==> config.mk <==
export PLATFORM = sky130hd
export DESIGN_NAME = dss_queue
export DESIGN_NICKNAME = d
export VERILOG_FILES = /design/src/rtl/core/dss_pkg.sv /design/src/rtl/core/dss_queue.sv
export SDC_FILE = /design/constraint.sdc
export NUM_CORES = 1
export LEC_CHECK = 0
export BUFFER_PORTS_ARGS = -buffer_cell sky130_fd_sc_hd__buf_2
export CELL_PAD_IN_SITES_DETAIL_PLACEMENT = 0
export CELL_PAD_IN_SITES_GLOBAL_PLACEMENT = 1
export CORE_MARGIN = 1.5
export CORE_UTILIZATION = 30
export DETAILED_ROUTE_END_ITERATION = 12
export GPL_ROUTABILITY_DRIVEN = 0
export PLACE_DENSITY_LB_ADDON = 0.1
export SYNTH_ARGS = -nofsm -noshare
export SYNTH_HDL_FRONTEND = slang
export SYNTH_SLANG_ARGS = --single-unit
export TNS_END_PERCENT = 100
==> constraint.sdc <==
create_clock -name clk -period 3 [get_ports clk]
set_clock_uncertainty 0.15 [all_clocks]
set_input_delay 0.45 -clock clk [delete_from_list [all_inputs] [get_ports clk]]
set_output_delay 0.45 -clock clk [all_outputs]
set_load 0.02 [all_outputs]
==> src/rtl/core/dss_pkg.sv <==
`timescale 1ns / 1ps
// Shared types and constants for the diffusion stencil sweep.
// No dependencies; imported by every module of the block.
package dss_pkg;

    localparam int CELL_W      = 32;
    localparam int GRID_W      = 12;
    localparam int GAIN_W      = 23;
    localparam int SUM_W       = 48;
    localparam int FRAC_W      = 24;
    // n+s+e+w-4c needs three bits over one cell
    localparam int LAP_W       = CELL_W + 3;
    localparam int PROD_W      = LAP_W + GAIN_W + 1;
    localparam int CFG_INDEX_W = 2;
    localparam int CFG_DATA_W  = GAIN_W;

    localparam int MAX_GRID_DEF = 2048;
    localparam int GRID_MIN     = 3;
    localparam int GRID_RESET   = 2048;
    localparam logic [GAIN_W-1:0] GAIN_RESET = GAIN_W'(16777);
    localparam logic [SUM_W-1:0]  SUM_MAX    = '1;

    localparam int QUEUE_DEPTH = 4;

    typedef enum logic [CFG_INDEX_W-1:0] {
        CFG_GRID_SIZE      = 2'd0,
        CFG_DIFFUSION_GAIN = 2'd1
    } cfg_reg_t;

    typedef struct packed {
        logic                     mode;
        logic signed [CELL_W-1:0] cell_value;
    } item_t;

    typedef struct packed {
        logic signed [CELL_W-1:0] new_value;
        logic                     frame_last;
        logic [SUM_W-1:0]         diff_sum;
    } result_t;

    // Per-cell classification made at the front
    typedef struct packed {
        logic have;      // this cell releases a result
        logic interior;  // released cell gets the stencil update
        logic last;      // released cell closes the frame
    } cell_class_t;

    localparam int CLASS_W = $bits(cell_class_t);

endpackage

==> src/rtl/core/dss_queue.sv <==
`timescale 1ns / 1ps
// Short FIFO between the front end and the stencil back end.
// Depends on dss_pkg for its depth.
module dss_queue #(
    parameter int W = 8
) (
    input  logic         clk,
    input  logic         rst_n,
    input  logic         push,
    input  logic [W-1:0] wdata,
    output logic         ready,
    output logic         valid,
    output logic [W-1:0] rdata,
    input  logic         pop
);
    import dss_pkg::*;

    localparam int DEPTH = QUEUE_DEPTH;
    localparam int PTR_W = $clog2(DEPTH);
    localparam int CNT_W = $clog2(DEPTH + 1);

    logic [W-1:0]     slot_reg [DEPTH];
    logic [PTR_W-1:0] wr_ptr_reg, rd_ptr_reg;
    logic [CNT_W-1:0] count_reg;

    assign ready = count_reg != CNT_W'(DEPTH);
    assign valid = count_reg != '0;
    assign rdata = slot_reg[rd_ptr_reg];

    always_ff @(posedge clk)
    begin
        if (push)
        begin
            slot_reg[wr_ptr_reg] <= wdata;
        end
    end

    always_ff @(posedge clk or negedge rst_n)
    begin
        if (!rst_n)
        begin
            wr_ptr_reg <= '0;
            rd_ptr_reg <= '0;
            count_reg  <= '0;
        end
        else
        begin
            if (push)
            begin
                wr_ptr_reg <= (wr_ptr_reg == PTR_W'(DEPTH - 1)) ? '0 : wr_ptr_reg + PTR_W'(1);
            end
            if (pop)
            begin
                rd_ptr_reg <= (rd_ptr_reg == PTR_W'(DEPTH - 1)) ? '0 : rd_ptr_reg + PTR_W'(1);
            end
            if (push && !pop)
            begin
                count_reg <= count_reg + CNT_W'(1);
            end
            else if (pop && !push)
            begin
                count_reg <= count_reg - CNT_W'(1);
            end
        end
    end

endmodule

# After elaboration in Yosys (flattened, before gate mapping)
# Memory sizes are Yosys's and may differ from the RTL's.
# Index checks and enable logic that the tools add are counted.
# Widths: inputs -> output; s select.
word_totals:
  ramBits: 32
  output_inout_bits: 10
  elab_cells: 23
  memories: 1
  regBits: 7
memory_table:
  columns: ["name", "words", "width", "read_ports", "rd_ports_with_merged_regs", "write_ports", "line", "text"]
  rows:
  - ["slot_reg", 4, 8, 1, 0, 1, "dss_queue.sv:22", "logic [W-1:0] slot_reg [DEPTH];"]
classes:
  eq_ne: 3
  reduce_logical: 6
  n_addsub: 4
  n_mux: 6
ops:
  columns: ["operator", "n"]
  rows:
  - ["$mux 3", 2]
  - ["$add 2x1->2 const B", 2]
  - ["$eq 2x2->1 const B", 2]
  - ["$mux 2", 2]
  - ["$add 3x1->3 const B", 1]
  - ["$ne 3x3->1 const B", 1]
  - ["$reduce_bool 3->1", 1]
  - ["$sub 3x1->3 const B", 1]
  - ["$logic_and 1x1->1", 2]
  - ["$logic_not 1->1", 2]
  - ["$mux 1", 2]
  - ["$reduce_bool 2->1", 1]

# Logic depth before layout (Yosys ltp)
# Gate-level depths: netlist of the first run.
depth:
  word_depth: 4
  ltp_mapped: 7
  ltp_nobuf: 7

# Worst setup path after synthesis of the first run
# OpenSTA, ideal clock, no wires.
synth_timing:
  path_type: "register -> output"
  start: "register rd_ptr_reg[0]"
  end: "output rdata[0]"
  arrival_ps: 1078
  setup_slack_ps: 1322
  path_buffers: 1
  t_required_ps: 2400
  path_stages_with_launch: 3
  cell_sequence: "dfrtp_1 buf_6 mux4_2"
synth_between:
  elab_chain_len: 1
synth_lines:
  columns: ["item", "line", "text"]
  rows:
  - ["from (decl)", "dss_queue.sv:23", "logic [PTR_W-1:0] wr_ptr_reg, rd_ptr_reg;"]
  - ["from (signal assigned)", "dss_queue.sv:54", "rd_ptr_reg <= (rd_ptr_reg == PTR_W'(DEPTH - 1)) ? '0 : rd_ptr_reg + PTR_W'(1);"]
  - ["$mem_v2 4x8", null, null]
  - ["to (decl)", "dss_queue.sv:13", "output logic [W-1:0] rdata,"]
# Every way passes these cells.

# Worst setup path after layout of the first run
layout_timing:
  start: "register rd_ptr_reg[0]"
  end: "output rdata[6]"
# The elaborated chain is that of the path after synthesis.

==> impl_metrics.ini, run 1 <==
[run]
drv_cap = 0

[global_route]
grt.overflow.total = 0
first_global_vias = 840
grt_util_met3_pct = 4.762
gr-max-usage-layer = met2
grt_antenna_before_repair = 0
grt_pass1_wl_mm = 4.140
track_usage_pct = 11.02
grt_max_degree = 12
grt_use_met1_pct = 11.95
use_met2_pct = 17.93

[power_and_ir_drop]
power_mw = 1.665
switching_share_pct = 32.97
p_sw_uw = 548.9
seqPwrFrac_pct = 49.6
internal_power_mw = 1.116
p_leak_nw = 0.6763
power_frac_comb_pct = 29.8
p_clk_share_pct = 20.6
vdd_drop_max_mv = 0.2646
powerDensity_nw_per_um2 = 905.2

[floorplanning]
dieArea_sq_um = 5681
start_util_pct = 30.97
dieWidth_um = 75.38
io_pins = 22
dieHeight_um = 75.38
core_region_area_sq_um = 5075
num_rows = 26

[final_layout]
final_layout_size_suffix_gt1_share_pct = 35.19
mostFrequentLayoutCells = edfxtp_1, buf_2, mux4_2, dfrtp_1, ha_1
layout.cells.non_filler = 178
final_common_cell = edfxtp_1
diodes = 0
largest_reg_flops = 32
fillers = 521
final_nets = 126
regArea_sq_um = 1136
multi_input_area_sq_um = 400.4
syn_to_final_growth_pct = 17.04

[critical_path]
slowest_stage = dfrtp_1
crit_family = flip-flops
cp_cell_sequence = mux4_2, buf_2
worstPathRequired_ns = 2.40
crit_type = flip-flop to primary output
crit_path_start_kind = flip-flop
crit_fanout = 11
arrival_ns = 1.79
end_kind = primary output
max_stage_delay_ns = 0.74
crit_buf_inv = 1

[logic_synthesis]
synth_nets = 99
synth_ff_type = edfxtp_1
ys_types = 17
synth_top_area_share_pct = 61.15
ys_seq_area_share_pct = 72.29
async_flop_share_pct = 17.95
synth_edf_count = 32
synth_top_area_cell = edfxtp_1
netlist_area_sq_um = 1572
synth-seq-cells = 39
avgSynthCellArea_sq_um = 19.64
yosys_warnings = 0
post_synth_main_area_contributors = edfxtp_1, mux4_2, dfrtp_1
netlist_instances = 80

[route]
via_per_inst = 4.281
dr.pass1.iters = 4
drc = 0
vias = 762
drt-wirelength-per-cell_um = 14.85
ant_nets = 0
wirelength_mm = 2.644
drt_iter0_drc = 28

[placed_design]
port_buffers = 21
numPlacedInstances = 169
dp_slack_ns = 0.8741
dpl.hpwl_mm = 1.777

[clock_tree]
clk_latency_ns = 0.29
cts_max_level = 2
clock-sinks = 39
clockRootBuffer = clkbuf_8
clockBufferDepth = 2
clk_pin_slew_ns = 0.07
ctsResizeCount = 0
cts_tree = built
numCtsBuffers = 5

[sta]
fmax_mhz = 418.6
layout_setup_ws_ns = 0.6111
hold_ws_ns = 0.2189
drv_slew = 0
worstMarginPinSlew_ns = 0.6090
finalCriticalPeriod_ns = 2.389
tns_ns = 0
min_period_over_period_pct = 79.63
rsz0062_at_grt = no
relSlewSlack_pct = 59.40
report.final.hold_viol_count = 0
setup_viol = 0

[min_path]
hold_path_class = input port to flip-flop

[status]
status = finished, final reports clean
## synthesized netlist by cell type, types with 2 or more instances
master / number
o21ai_0: 2
dfrtp_1: 7
nor2_1: 3
xor2_1: 2
and2_1: 4
inv_1: 5
mux4_2: 8
nand2_1: 2
mux2_2: 3
edfxtp_1: 32
ha_1: 6
## worst register-to-register path, stage by stage, from the launching register on
cell and delay [ns]:
dfrtp_1 0.41, inv_1 0.13, ha_1 0.15, and2_1 0.41
## per-stage QoR
| stage | util [%] | instance area [sq um] |
|---|---|---|
| after detailed placement | 34.44 | 1748 |
| after global placement | 34.44 | 1748 |
| after global routing | 36.24 | 1839 |
| after CTS | 36.24 | 1839 |
| final | 36.24 | 1839 |
| after floorplan | - | 1572 |
## cell type report
type                            count  area share [%]
Sequential cell                    39           61.77
Multi-Input combinational cell     34           21.77
Timing Repair Buffer               22           6.258
Tap cell                           70           4.762
Clock buffer                        7           4.150
Inverter                            5           1.020
Clock inverter                      1          0.2721
## power groups by stage
| stage | clock network (mW) | logic [mW] | registers, mW |
|---|---|---|---|
| after floorplan | 0 | 0.435 | 0.766 |
| after global placement | 0 | 0.499 | 0.841 |
| after detailed placement | 0 | 0.508 | 0.848 |
| after CTS | 0.357 | 0.510 | 0.836 |
| after global routing | 0.378 | 0.554 | 0.852 |
| final | 0.343 | 0.495 | 0.826 |
## worst paths after layout
path,from,to,slack (ns),cells past startpoint
min reg2reg,count_reg[2],count_reg[2],0.34,1
max in group asynchronous,rst_n,count_reg[2],2.18,2
min in group asynchronous,rst_n,wr_ptr_reg[1],0.36,2
min,wdata[2],slot_reg[1][2],0.22,1
max reg2reg,wr_ptr_reg[0],slot_reg[0][3],1.40,3
max,rd_ptr_reg[0],rdata[6],0.61,2
## kinds of logic (layout without fill, tap and decap cells)
family	after synthesis	after routing	synth area share, %
fa+ha+maj	7	7	6.051
flops	39	39	72.29
simple gates	11	11	3.503
xor+xnor	3	3	1.672
buf+inv	7	35	2.229
compound gates	2	2	0.6370
mux	11	11	13.61
## routing by layer
metal / share of wire, % / routed length (um) / vias to the layer above
met2: 50 / 1329 / 19
met3: 5.9 / 157 / 4
met5: 0 / 0 / -
met1: 42 / 1118 / 384
li1: - / - / 355
met4: 1.5 / 40 / 0
## repair_timing
item                       4_1_cts  5_1_grt
hold endpoints to repair         7        0
setup endpoints to repair        0        0
hold buffers                     1        0
setup buffers                    0        0
Power figures use the tool's default switching activity.
==> run 2: changes to the inputs <==
==> constraint.sdc (replaced) <==
create_clock -name clk -period 2.4 [get_ports clk]
set_clock_uncertainty 0.15 [all_clocks]
set_input_delay 0.36 -clock clk [delete_from_list [all_inputs] [get_ports clk]]
set_output_delay 0.36 -clock clk [all_outputs]
set_load 0.02 [all_outputs]
==> impl_metrics.ini, run 2 (synthesized netlist as in run 1, its figures left out) <==
[status]
status = finished, final reports clean

[power_and_ir_drop]
vdd_drop_max_mv = 0.3307
seqPwrFrac_pct = 49.7
p_clk_share_pct = 20.6
internal_power_mw = 1.397
p_sw_uw = 686.1
powerDensity_nw_per_um2 = 1132
p_leak_nw = 0.6753
power_frac_comb_pct = 29.7
switching_share_pct = 32.93

[sta]
drv_slew = 0
hold_ws_ns = 0.1289
setup_viol = 0
relSlewSlack_pct = 68.17
worstMarginPinSlew_ns = 0.4775
finalCriticalPeriod_ns = 2.109
report.final.hold_viol_count = 0
min_period_over_period_pct = 87.87
rsz0062_at_grt = no
fmax_mhz = 474.2
tns_ns = 0

[placed_design]
dpl.hpwl_mm = 1.777
placed_area_sq_um = 1748
port_buffers = 21

[final_layout]
fin_area_sq_um = 1841
mostFrequentLayoutCells = edfxtp_1, buf_2, mux4_2, ha_1, dfrtp_1
final_util_pct = 36.27
largest_reg_flops = 32
final_nets = 126
diodes = 0
final_layout_size_suffix_gt1_share_pct = 36.11
fillers = 522
syn_to_final_growth_pct = 17.12
final_common_cell = edfxtp_1

[clock_tree]
clk_pin_slew_ns = 0.07
cts_max_level = 2
cts_setup_buffers = 0
numCtsBuffers = 5
cts_tree = built
clock-sinks = 39
clk_latency_ns = 0.29
clockBufferDepth = 2
clockRootBuffer = clkbuf_8

[critical_path]
rr_startpoint = wr_ptr_reg[0]
rr_endpoint = slot_reg[0][3]
end_kind = primary output
crit_type = flip-flop to primary output
crit_fanout = 11
crit_path_start_kind = flip-flop
reg2regPathDepth = 3
arrival_ns = 1.60
worstPathRequired_ns = 1.89
r2r_slack_ns = 0.80

[global_route]
grt_pass1_wl_mm = 4.140
track_usage_pct = 11.02
grt_antenna_before_repair = 0
grt_max_degree = 12
first_global_vias = 840
grt.overflow.total = 0

[floorplanning]
dieWidth_um = 75.38
dieHeight_um = 75.38
core_region_area_sq_um = 5075
num_rows = 26
io_pins = 22
start_util_pct = 30.97
dieArea_sq_um = 5681

[route]
drt_iter0_drc = 28
drt-wirelength-per-cell_um = 14.85
met2_length_mm = 1.329
highest_layer = met4
via_per_inst = 4.281
vias = 762
drc = 0
ant_nets = 0
wirelength_mm = 2.644
wl_met1_mm = 1.118
dr.pass1.iters = 4
wl_met3_um = 157

[min_path]
hold_path_class = input port to flip-flop
holdPathEnd = slot_reg[1][2]
hold_depth = 1
hp-start = wdata[2]

[run]
drv_cap = 0
## run 2: how the worst max path moves through the flow
stage | from | to | slack [ns] | cells past startpoint
2_1_floorplan | rd_ptr_reg[0] | rdata[0] | 0.81 | 2
3_3_place_gp | rd_ptr_reg[0] | rdata[6] | 0.38 | 2
4_1_cts | rd_ptr_reg[0] | rdata[6] | 0.03 | 2
6_report | rd_ptr_reg[0] | rdata[6] | 0.29 | 2
5_1_grt | rd_ptr_reg[0] | rdata[6] | 0.17 | 2
3_5_place_dp | rd_ptr_reg[0] | rdata[6] | 0.36 | 2
## run 2: layout make-up
| class | count | area [sq um] | area share, % |
|---|---|---|---|
| clock buffer | 7 | 76.32 | 4.147 |
| clock inverter | 1 | 5.005 | 0.2719 |
| inverter | 5 | 18.77 | 1.020 |
| multi-input combinational | 34 | 400.4 | 21.75 |
| sequential | 39 | 1137 | 61.79 |
| tap | 70 | 87.58 | 4.759 |
| timing repair buffer | 22 | 115.1 | 6.254 |
## run 2: timing repair
| item | in CTS | in global routing |
|---|---|---|
| resized for setup | 0 | 1 |
| setup endpoints to repair | 0 | 8 |
| hold endpoints to repair | 7 | 0 |
| hold buffers | 1 | 0 |
## run 2: through the flow
| step | power, mW | setup slack, ns | instances |
|---|---|---|---|
| floorplan | 1.502 | 0.8121 | 80 |
| global placement | 1.675 | 0.3776 | 169 |
| detailed placement | 1.694 | 0.3641 | 169 |
| CTS | 2.129 | 0.02930 | 178 |
| global route | 2.232 | 0.1675 | 178 |
| finish | 2.083 | 0.2910 | 178 |
## run 2: layer usage
layer  vias up  GRT usage, %
li1        355             -
met1       384         11.95
met2        19         17.93
met3         4         4.762
met4         0         6.548
met5         -             0
## run 2: power groups by stage
stage	Combinational (mW)	Clock (mW)	Sequential, mW
2_1_floorplan	0.544	0	0.958
3_3_place_gp	0.624	0	1.05
3_5_place_dp	0.634	0	1.06
4_1_cts	0.638	0.447	1.04
5_1_grt	0.692	0.473	1.07
6_report	0.619	0.429	1.03
## run 2: worst max-delay path, stage by stage (launching register included)
cell and delay (ns):
dfrtp_2 0.58, mux4_2 0.55, buf_2 0.17
