<file path="config.mk">
export PLATFORM = sky130hd
export DESIGN_NAME = dss_front
export DESIGN_NICKNAME = d
export VERILOG_FILES = /design/src/rtl/core/dss_pkg.sv /design/src/rtl/core/dss_front.sv
export SDC_FILE = /design/constraint.sdc
export NUM_CORES = 1
export LEC_CHECK = 0
export BUFFER_PORTS_ARGS = -buffer_cell sky130_fd_sc_hd__buf_4
export CAP_MARGIN = 10
export CORE_ASPECT_RATIO = 1.25
export CORE_MARGIN = 3
export CORE_UTILIZATION = 35
export CTS_CLUSTER_DIAMETER = 200
export DETAILED_ROUTE_END_ITERATION = 10
export PLACE_DENSITY = 0.54
export SLEW_MARGIN = 20
export SYNTH_ARGS = -nofsm -noshare
export SYNTH_HDL_FRONTEND = slang
export SYNTH_SLANG_ARGS = --single-unit
</file>
<file path="constraint.sdc">
create_clock -name clk -period 21.3 [get_ports clk]
set_input_delay 3.195 -clock clk [delete_from_list [all_inputs] [get_ports clk]]
set_output_delay 3.195 -clock clk [all_outputs]
set_load 0.05 [all_outputs]
</file>
<file path="src/rtl/core/dss_pkg.sv">
`timescale 1ns / 1ps
// Shared types and constants for the diffusion stencil sweep.
// No dependencies; imported by every module of the block.
package dss_pkg;

    localparam int CELL_W      = 32;
    localparam int GRID_W      = 12;
    localparam int GAIN_W      = 23;
    localparam int SUM_W       = 48;
    localparam int FRAC_W      = 24;
    // n+s+e+w-4c needs three bits over one cell
    localparam int LAP_W       = CELL_W + 3;
    localparam int PROD_W      = LAP_W + GAIN_W + 1;
    localparam int CFG_INDEX_W = 2;
    localparam int CFG_DATA_W  = GAIN_W;

    localparam int MAX_GRID_DEF = 2048;
    localparam int GRID_MIN     = 3;
    localparam int GRID_RESET   = 2048;
    localparam logic [GAIN_W-1:0] GAIN_RESET = GAIN_W'(16777);
    localparam logic [SUM_W-1:0]  SUM_MAX    = '1;

    localparam int QUEUE_DEPTH = 4;

    typedef enum logic [CFG_INDEX_W-1:0] {
        CFG_GRID_SIZE      = 2'd0,
        CFG_DIFFUSION_GAIN = 2'd1
    } cfg_reg_t;

    typedef struct packed {
        logic                     mode;
        logic signed [CELL_W-1:0] cell_value;
    } item_t;

    typedef struct packed {
        logic signed [CELL_W-1:0] new_value;
        logic                     frame_last;
        logic [SUM_W-1:0]         diff_sum;
    } result_t;

    // Per-cell classification made at the front
    typedef struct packed {
        logic have;      // this cell releases a result
        logic interior;  // released cell gets the stencil update
        logic last;      // released cell closes the frame
    } cell_class_t;

    localparam int CLASS_W = $bits(cell_class_t);

endpackage

</file>
<file path="src/rtl/core/dss_front.sv">
`timescale 1ns / 1ps
// Front end: accepts items, tracks the raster position and classifies each cell.
// Depends on dss_pkg.
module dss_front #(
    parameter int MAX_GRID = dss_pkg::MAX_GRID_DEF
) (
    input  logic                              clk,
    input  logic                              rst_n,
    input  logic [$clog2(MAX_GRID+1)-1:0]     grid_used,
    input  logic                              restart,
    input  logic                              enable,
    input  logic                              item_valid,
    output logic                              item_ready,
    input  dss_pkg::item_t                    item,
    output logic                              push_valid,
    input  logic                              push_ready,
    output logic signed [dss_pkg::CELL_W-1:0] push_x,
    output logic [$clog2(MAX_GRID)-1:0]       push_col,
    output dss_pkg::cell_class_t              push_cls
);
    import dss_pkg::*;

    localparam int CW = $clog2(MAX_GRID);
    localparam int RW = $clog2(MAX_GRID + 2);
    localparam int PW = RW + 1;

    logic [CW-1:0] col_reg, col_next;
    logic [RW-1:0] row_reg, row_next;
    logic [PW-1:0] g_w, ci_w, ri_w, co_w, ro_w;
    logic          drain, ignore, accept, have, interior, last, wrap;

    always_comb
    begin
        g_w  = PW'(grid_used);
        ci_w = PW'(col_reg);
        if (ci_w >= g_w)
        begin
            ci_w = '0;
        end
        ri_w   = PW'(row_reg);
        drain  = ri_w >= g_w;
        // flush ticks only count once the whole frame is in
        ignore = item.mode && !drain;
        accept = item_valid && item_ready;
        have   = (ri_w >= PW'(2)) || ((ri_w == PW'(1)) && (ci_w != '0));
        if (ci_w == '0)
        begin
            co_w = g_w - PW'(1);
            ro_w = ri_w - PW'(2);
        end
        else
        begin
            co_w = ci_w - PW'(1);
            ro_w = ri_w - PW'(1);
        end
        interior = have && (ro_w >= PW'(1)) && ((ro_w + PW'(2)) <= g_w)
                   && (co_w >= PW'(1)) && ((co_w + PW'(2)) <= g_w);
        last     = have && (ri_w >= PW'(2)) && (ro_w == g_w - PW'(1))
                   && (co_w == g_w - PW'(1));
        wrap     = (ci_w + PW'(1)) >= g_w;

        col_next = col_reg;
        row_next = row_reg;
        if (restart)
        begin
            col_next = '0;
            row_next = '0;
        end
        else if (accept && !ignore)
        begin
            if (last)
            begin
                col_next = '0;
                row_next = '0;
            end
            else if (wrap)
            begin
                col_next = '0;
                row_next = RW'(ri_w + PW'(1));
            end
            else
            begin
                col_next = CW'(ci_w + PW'(1));
            end
        end
    end

    assign item_ready = push_ready && enable;
    assign push_valid = accept && !ignore;
    assign push_x     = drain ? '0 : item.cell_value;
    assign push_col   = CW'(ci_w);
    assign push_cls   = '{have: have, interior: interior, last: last};

    always_ff @(posedge clk or negedge rst_n)
    begin
        if (!rst_n)
        begin
            col_reg <= '0;
            row_reg <= '0;
        end
        else
        begin
            col_reg <= col_next;
            row_reg <= row_next;
        end
    end

endmodule

</file>
# Word level (Yosys, flattened, before mapping)
# Index checks and enable logic that the tools add are counted.
# totals
word_cells,53
output_inout_bits,48
input_bits,51
register_bits,23
# classes
order_cmp,8
n_eq_ne,3
addsub,8
mux,12
reduce_logical,20
# ops
operator,count
11-bit 2-to-1 mux,5
12-bit 2-to-1 mux,4
32-bit 2-to-1 mux,1
"13-bit by 2-bit adder with 13-bit output, second input constant",2
13-bit equality test,2
"13-bit by 1-bit >= comparator with 1-bit output, second input constant",2
13-bit by 12-bit less-or-equal comparator with 1-bit output,2
13-bit 2-to-1 mux,2
"12-bit by 1-bit subtractor with 13-bit output, second input constant",2
"13-bit by 1-bit adder with 13-bit output, second input constant",1
13-bit by 12-bit >= comparator with 1-bit output,1
13-bit logical NOT,1
13-bit nonzero test,1
"12-bit by 2-bit subtractor with 13-bit output, second input constant",1
"13-bit by 1-bit subtractor with 13-bit output, second input constant",1
"12-bit by 1-bit adder with 12-bit output, second input constant",1
"12-bit by 1-bit equality test with 1-bit output, second input constant",1
11-bit by 12-bit >= comparator with 1-bit output,1
12-bit >= comparator,1
"12-bit by 2-bit >= comparator with 1-bit output, second input constant",1
1-bit logical AND,12
3-bit nonzero test,1
1-bit logical NOT,2
2-bit AND reduction,1
other kinds (2),2

# Logic depth before layout (Yosys ltp)
# Gate-level depths: netlist of run 1.
# depth
word_depth,11
mapped_depth,32
depth_no_buf,27

# Worst setup path before layout of run 1
# Ideal clock, no wire load.
# synth_timing
path_type,input to output
start,in grid_used[10]
end,out push_cls[1] in the netlist's numbering
n_path_buf,6
setup_slack_ps,9135
required_ps,18105
cell_stages,31
arrival_ps,8970
cell_sequence,inv_1 > ha_1 > and3_1 > a221oi_2 > nor2_1 > a21oi_1 > buf_2 > clkbuf_1 > nand2_1 > ha_1 > buf_2 > a2bb2oi_2 > o21a_1 > buf_4 > buf_1 > nor2_1 > a21o_1 > inv_1 > ha_1 > nand2_1 > nor4_1 > nand4_1 > xnor2_1 > ha_1 > and4_1 > a21oi_1 > and4_1 > o21ai_0 > a211o_1 > nor4_1 > buf_4
# synth_via
elab_chain_len,9
word_cells_on_any_way,20
cone_classes,4 x add/sub; 5 x order compare; 3 x mux; 8 x reduce/logical
# synth_lines
element,line,source
start: declaration,dss_front.sv:9,"input logic [$clog2(MAX_GRID+1)-1:0] grid_used,"
"parallel branches: the longest is 8 deep, another holds 13-bit by 1-bit subtractor with 13-bit output",--,
1-bit logical AND (*),dss_front.sv:57,&& (co_w >= PW'(1)) && ((co_w + PW'(2)) <= g_w);
end: declaration,dss_front.sv:19,output dss_pkg::cell_class_t push_cls
# Mark *: on every way between the ends.

==> flow_metrics.tcl, run 1 <==
set metrics [dict create \
    largest_register_ffs 12 \
    reg2reg_slack_ns 14.64 \
    dieWidth_um 119 \
    viasPerCell 5.93 \
    worstPathRequired_ns 18.11 \
    internal_power_uw 98.2 \
    cts_tree "yes" \
    clkPwrFrac 0.256 \
    core.rowCount 51 \
    synth-edff-count 0 \
    grt_overflow_total 0 \
    cts_hold_buf 0 \
    hpwl_um 17100 \
    ctsResizeCount 0 \
    clk_pin_slew_worst_paths_ns 0.06 \
    grt_max_degree 34 \
    synthCells 743 \
    startpoint "grid_used[10]" \
    fmax_mhz 75.6 \
    async_flop_share 1.00 \
    clkSinkCount 23 \
    synth_top_cell_by_area "ha_1" \
    synth_seq_cells 23 \
    avgRoutedWirePerCell_um 20.9 \
    outcome "finished, final reports clean" \
    r2r-start "col_reg[8]" \
    vias 6069 \
    min_from "row_reg[1]" \
    synthDistinctLibCells 84 \
    cts_buffers 3 \
    min_path_type "reg -> reg" \
    max_slew_margin 0.316 \
    seq_power_share 0.270 \
    grt_pass1_vias 5831 \
    drt-total-wl_um 21400 \
    drv_slew 0 \
    fin_nets 937 \
    crit_path_start_kind "primary input" \
    post-place-ws_ns 8.20 \
    p_sw_uw 64.7 \
    r2r_cells 19 \
    p_total_uw 163 \
    area_growth_pct 16.6 \
    power.density_mw_per_mm2 24.8 \
    yosysTopAreaCellShare 0.164 \
    pin_count 99 \
    peakVddDrop_v 0.0000487 \
    core_area_mm2 0.0157 \
    hold_depth 2 \
    fin_crit_ns 13.23 \
    num_antenna_cells 0 \
    synth.yosys.seq_area_share 0.102 \
    tns_ns 0 \
    path_max_fanout 20 \
    synth_area_leaders "ha_1 (16%), dfrtp_1 (10%), xnor2_1 (8.1%)" \
    p_comb_frac 0.474 \
    fin_cells 1023 \
    whs_endpoint "row_reg[1]" \
    arrival_ns 10.04 \
    firstDrtPassIters 5 \
    drive_gt1_frac 0.168 \
    setup_ws_ns 8.07 \
    leakage_nw 3.12 \
    nFillCells 1640 \
    first_iter_violations 437 \
    report.final.setup_viol 0 \
    timing.hold.ws_ns 0.710 \
    ant_nets 0 \
    synth_warnings 0 \
    regArea_um2 576 \
    clock_path_buffers 2 \
    rsz0062_at_grt "false" \
    start_util 0.359 \
    grtUsageTotal 0.234 \
    drc_errors 0 \
    syn_area_per_cell_um2 7.58 \
    post-route-period-util 0.621 \
    dieArea_mm2 0.0177 \
    final_hold_viol_count 0 \
    end_kind "primary output" \
    gp_congestion 0.970 \
    r2r-end "row_reg[7]" \
    power_switching_share 0.397 \
    multi_input_area_mm2 0.00473 \
    die_h_um 148 \
    synth_area_mm2 0.00563 \
    synthMostInstantiatedCell "ha_1" \
    maxCapViolations 0 \
    dp.cells 1019 \
    fin_skew_ns 0.00171 \
    max_slew.worst_pin.slew_ns 1.02 \
    worst-setup-path-type "in -> out" \
    synth_fp_nets 868 \
    grt_antenna_before_repair 0 \
    synth_common_cells "ha_1 (74), nand2_1 (67), xnor2_1 (52)" \
    cts_setup_buffers 0 \
    grt_pass1_wl_um 32800 \
    cts_root_buf "clkbuf_16" \
    synth_ff_type "dfrtp_1" \
    insertion_delay_ns 0.26 \
    htreeDepth 1 \
    numPortBuffers 98 \
]
-- metrics by stage --
step,util,instance area (um^2)
after floorplan,-,5630
final,0.418,6570
after CTS,0.418,6570
after global placement,0.413,6490
after global routing,0.418,6570
after detailed placement,0.413,6490
-- layout by cell type, fill, tap and decap left out, drive strengths merged, types with 5 or more instances in the layout --
cell / netlist / routed
buf: 19 / 104
ha: 74 / 74
nand2: 67 / 67
xnor2: 52 / 52
nor2: 50 / 50
and2: 45 / 45
inv: 37 / 37
nor3: 32 / 32
o21ai: 30 / 30
a21oi: 29 / 29
dfrtp: 23 / 23
nor4: 23 / 23
nand3: 22 / 22
and3: 17 / 17
xor2: 16 / 16
a21o: 15 / 15
o21a: 10 / 10
nand4: 10 / 10
o211ai: 10 / 10
a22o: 8 / 8
o31ai: 7 / 7
o2111ai: 7 / 7
nor3b: 7 / 7
mux2i: 7 / 7
o32ai: 6 / 6
nor2b: 5 / 5
and4: 5 / 5
a211oi: 5 / 5
o22ai: 5 / 5
or2: 5 / 5
a31oi: 5 / 5
-- layout make-up --
class	count	share of cell area
flip-flops and latches	23	0.0876
clock inverters	1	0.000762
inverters	37	0.0211
clock buffers	3	0.0114
multi-input cells	643	0.720
well taps	212	0.0404
repair buffers	104	0.119
-- power by group through the flow --
stage,Sequential (mW),Combinational [mW],Clock (mW)
after floorplan,0.0447,0.0485,0
after global placement,0.0447,0.0759,0
after detailed placement,0.0447,0.0767,0
after CTS,0.0439,0.0770,0.0437
after global routing,0.0439,0.0838,0.0451
final,0.0439,0.0772,0.0417
-- worst max path at each step --
stage / endpoint / cells after the start / slack, ns
after floorplan: push_cls[1] / 31 / 9.13
after global placement: push_cls[1] / 27 / 8.33
after detailed placement: push_cls[1] / 27 / 8.20
after CTS: push_cls[1] / 27 / 8.17
after global routing: push_cls[1] / 27 / 7.61
final: push_cls[1] / 27 / 8.07
-- routing by layer --
metal	share of wire	up-vias	global-route usage
met3	0.068	55	0.0432
met4	0.046	0	0.112
li1	-	2888	-
met2	0.47	284	0.382
met5	0	-	0
met1	0.41	2842	0.298
-- cells by family after synthesis --
family | count (synthesis) | share of synthesized area
AND/OR/NAND/NOR | 307 | 0.297
AO/OA/AOI/OAI | 180 | 0.232
buffers and inverters | 77 | 0.0595
adder cells (fa/ha/maj) | 74 | 0.164
XOR/XNOR | 72 | 0.122
flip-flops | 23 | 0.102
multiplexers | 10 | 0.0235
-- critical path: stages --
cell and delay (ns):
buf_4 0.12, inv_1 0.24, ha_1 0.31, and3_1 0.23
a221oi_2 0.48, nor2_1 0.17, a21oi_1 0.24, nand2_1 0.16
ha_1 0.49, nand2_1 0.17, a2bb2oi_2 0.23, o21a_1 0.75
mux2i_1 0.53, ha_1 0.35, o21ai_0 0.10, nor3_1 0.15
a41oi_1 0.09, xnor2_1 0.32, ha_1 0.32, a21oi_1 0.14
a21boi_0 0.10, o31ai_1 0.20, a21oi_1 0.10, o31ai_1 0.22
o21ai_0 0.15, nor4_1 0.21, buf_4 0.25
Power figures use the tool's default switching activity.
==> inputs of run 2 (changes only) <==
--- a/config.mk
+++ b/config.mk
@@ -12,7 +12,7 @@
 export CORE_UTILIZATION = 35
 export CTS_CLUSTER_DIAMETER = 200
 export DETAILED_ROUTE_END_ITERATION = 10
-export PLACE_DENSITY = 0.54
+export PLACE_DENSITY = 0.56
 export SLEW_MARGIN = 20
 export SYNTH_ARGS = -nofsm -noshare
 export SYNTH_HDL_FRONTEND = slang
==> constraint.sdc (replaced) <==
create_clock -name clk -period 11.9 [get_ports clk]
set_input_delay 1.785 -clock clk [delete_from_list [all_inputs] [get_ports clk]]
set_output_delay 1.785 -clock clk [all_outputs]
set_load 0.05 [all_outputs]
==> run 2 against run 1 <==
  * Worst hold slack worse by 0.010 ns
  * Clock skew barely moved
  * Clock power grew 80%
  * Power rose by 79%
  * Critical endpoint unchanged
  * Highest routed layer unchanged
==> flow_metrics.tcl, run 2 (synthesis gave the netlist of run 1 again) <==
set metrics [dict create \
    outcome "finished, final reports clean" \
    fmax_mhz 95.5 \
    core.rowCount 51 \
    insertion_delay_ns 0.26 \
    place_area_mm2 0.00650 \
    numPortBuffers 98 \
    drc_errors 0 \
    slowest_delay_ns 0.67 \
    crit_path_start_kind "primary input" \
    die_h_um 148 \
    reg2reg_slack_ns 4.95 \
    path_delay_family "compound AO/OA/AOI/OAI gates" \
    tns_ns 0 \
    r2r-end "row_reg[9]" \
    cts_buffers 3 \
    path_buf_inv 5 \
    max_slew_margin 0.358 \
    arrival_ns 8.68 \
    first_iter_violations 474 \
    firstDrtPassIters 5 \
    final_common_cell "buf_4" \
    num_antenna_cells 0 \
    dieWidth_um 119 \
    cts_setup_buffers 0 \
    fin_skew_ns 0.00167 \
    drv_slew 0 \
    start_util 0.359 \
    clk_pin_slew_worst_paths_ns 0.06 \
    dieArea_mm2 0.0177 \
    grt_overflow_total 0 \
    clkSinkCount 23 \
    min_from "row_reg[1]" \
    leakage_nw 3.12 \
    setup_ws_ns 1.43 \
    r2r-start "col_reg[8]" \
    peakVddDrop_v 0.0000508 \
    ctsResizeCount 0 \
    grt_pass1_wl_um 31800 \
    power.density_mw_per_mm2 44.2 \
    drive_gt1_frac 0.167 \
    final_cell_mix "buf_4 (105), ha_1 (74), nand2_1 (67), xnor2_1 (52), nor2_1 (50)" \
    area_growth_pct 16.7 \
    vias 5971 \
    post-place-ws_ns 1.58 \
    grt_antenna_before_repair 0 \
    grt_pass1_vias 5760 \
    critical_path_depth 26 \
    grtUsageTotal 0.227 \
    cpMaxStageDelayCell "mux2i_2" \
    largest_register_ffs 12 \
    viasPerCell 5.83 \
    min_path_type "reg -> reg" \
    cpMostUsedCell "buf_4" \
    worstPathRequired_ns 10.12 \
    worst-setup-path-type "in -> out" \
    htreeDepth 1 \
    cts_root_buf "clkbuf_16" \
    grt_max_degree 34 \
    core_area_mm2 0.0157 \
    end_kind "primary output" \
    hold_depth 2 \
    gp_congestion 0.956 \
    avgRoutedWirePerCell_um 20.0 \
    post-route-period-util 0.880 \
    design_area_mm2 0.00658 \
    cts_hold_buf 0 \
    path_max_fanout 20 \
    rsz0062_at_grt "false" \
    final_hold_viol_count 0 \
    report.final.setup_viol 0 \
    maxCapViolations 0 \
    pin_count 99 \
    r2r_cells 22 \
    ant_nets 0 \
    whs_endpoint "row_reg[1]" \
    timing.hold.ws_ns 0.700 \
    clock_path_buffers 2 \
    p_total_uw 291 \
    fin_crit_ns 10.47 \
    hpwl_um 16500 \
    drt-total-wl_um 20500 \
    max_slew.worst_pin.slew_ns 0.956 \
    cts_tree "yes" \
    fin_nets 938 \
]
run 2: cell types whose count changed in the layout (fill, tap and decap cells not counted):
cell      before  now
buf_4        104  105
clkinv_2       1    0
clkbuf_1       0    1
run 2: area by class of cell:
cell class / instances / area (um^2)
fill: 1696 / 9120
multi-input combinational: 643 / 4730
timing repair buffer: 105 / 788
sequential: 23 / 576
tap: 212 / 265
inverter: 37 / 139
clock buffer: 4 / 78.8
run 2: worst max-delay path by stage:
stage	to	slack, ns	startpoint
after floorplan	push_cls[1]	2.55	grid_used[10]
after global placement	push_cls[1]	1.72	grid_used[7]
after detailed placement	push_cls[1]	1.58	grid_used[10]
after CTS	push_cls[1]	1.55	grid_used[10]
after global routing	push_cls[1]	0.84	grid_used[10]
final	push_cls[1]	1.43	grid_used[7]
run 2: worst register-to-register path, stage by stage, from the launching register on:
cell	delay, ns
dfrtp_1	0.67
ha_1	0.34
and3_1	0.18
a221oi_2	0.51
nor2_1	0.18
a21oi_1	0.66
nand2_1	0.24
ha_1	0.25
buf_4	0.20
nand2_1	0.10
a2bb2oi_2	0.22
o21ai_2	0.31
o21ai_0	0.44
ha_1	0.37
a311o_1	0.29
a31oi_1	0.25
o2111ai_1	0.17
a2111o_1	0.41
nor3_2	0.20
nand4_1	0.18
o31ai_1	0.38
buf_4	0.24
nor2_1	0.07
run 2: stage by stage:
stage                     utilization  instances
after floorplan                     -        743
final                           0.419       1024
after detailed placement        0.414       1020
after global routing            0.419       1024
after CTS                       0.419       1024
after global placement          0.414       1020
run 2: per-layer routing:
layer  global-route usage  routed length (um)
met4                0.101                 927
met3               0.0341                1410
met1                0.296                8800
met2                0.372                9330
met5                    0                   0
run 2: where the power goes:
group          internal [mW]  total (mW)  switching, mW
Combinational         0.0524       0.137         0.0850
Clock                 0.0458      0.0749         0.0291
Sequential            0.0783      0.0786       0.000298
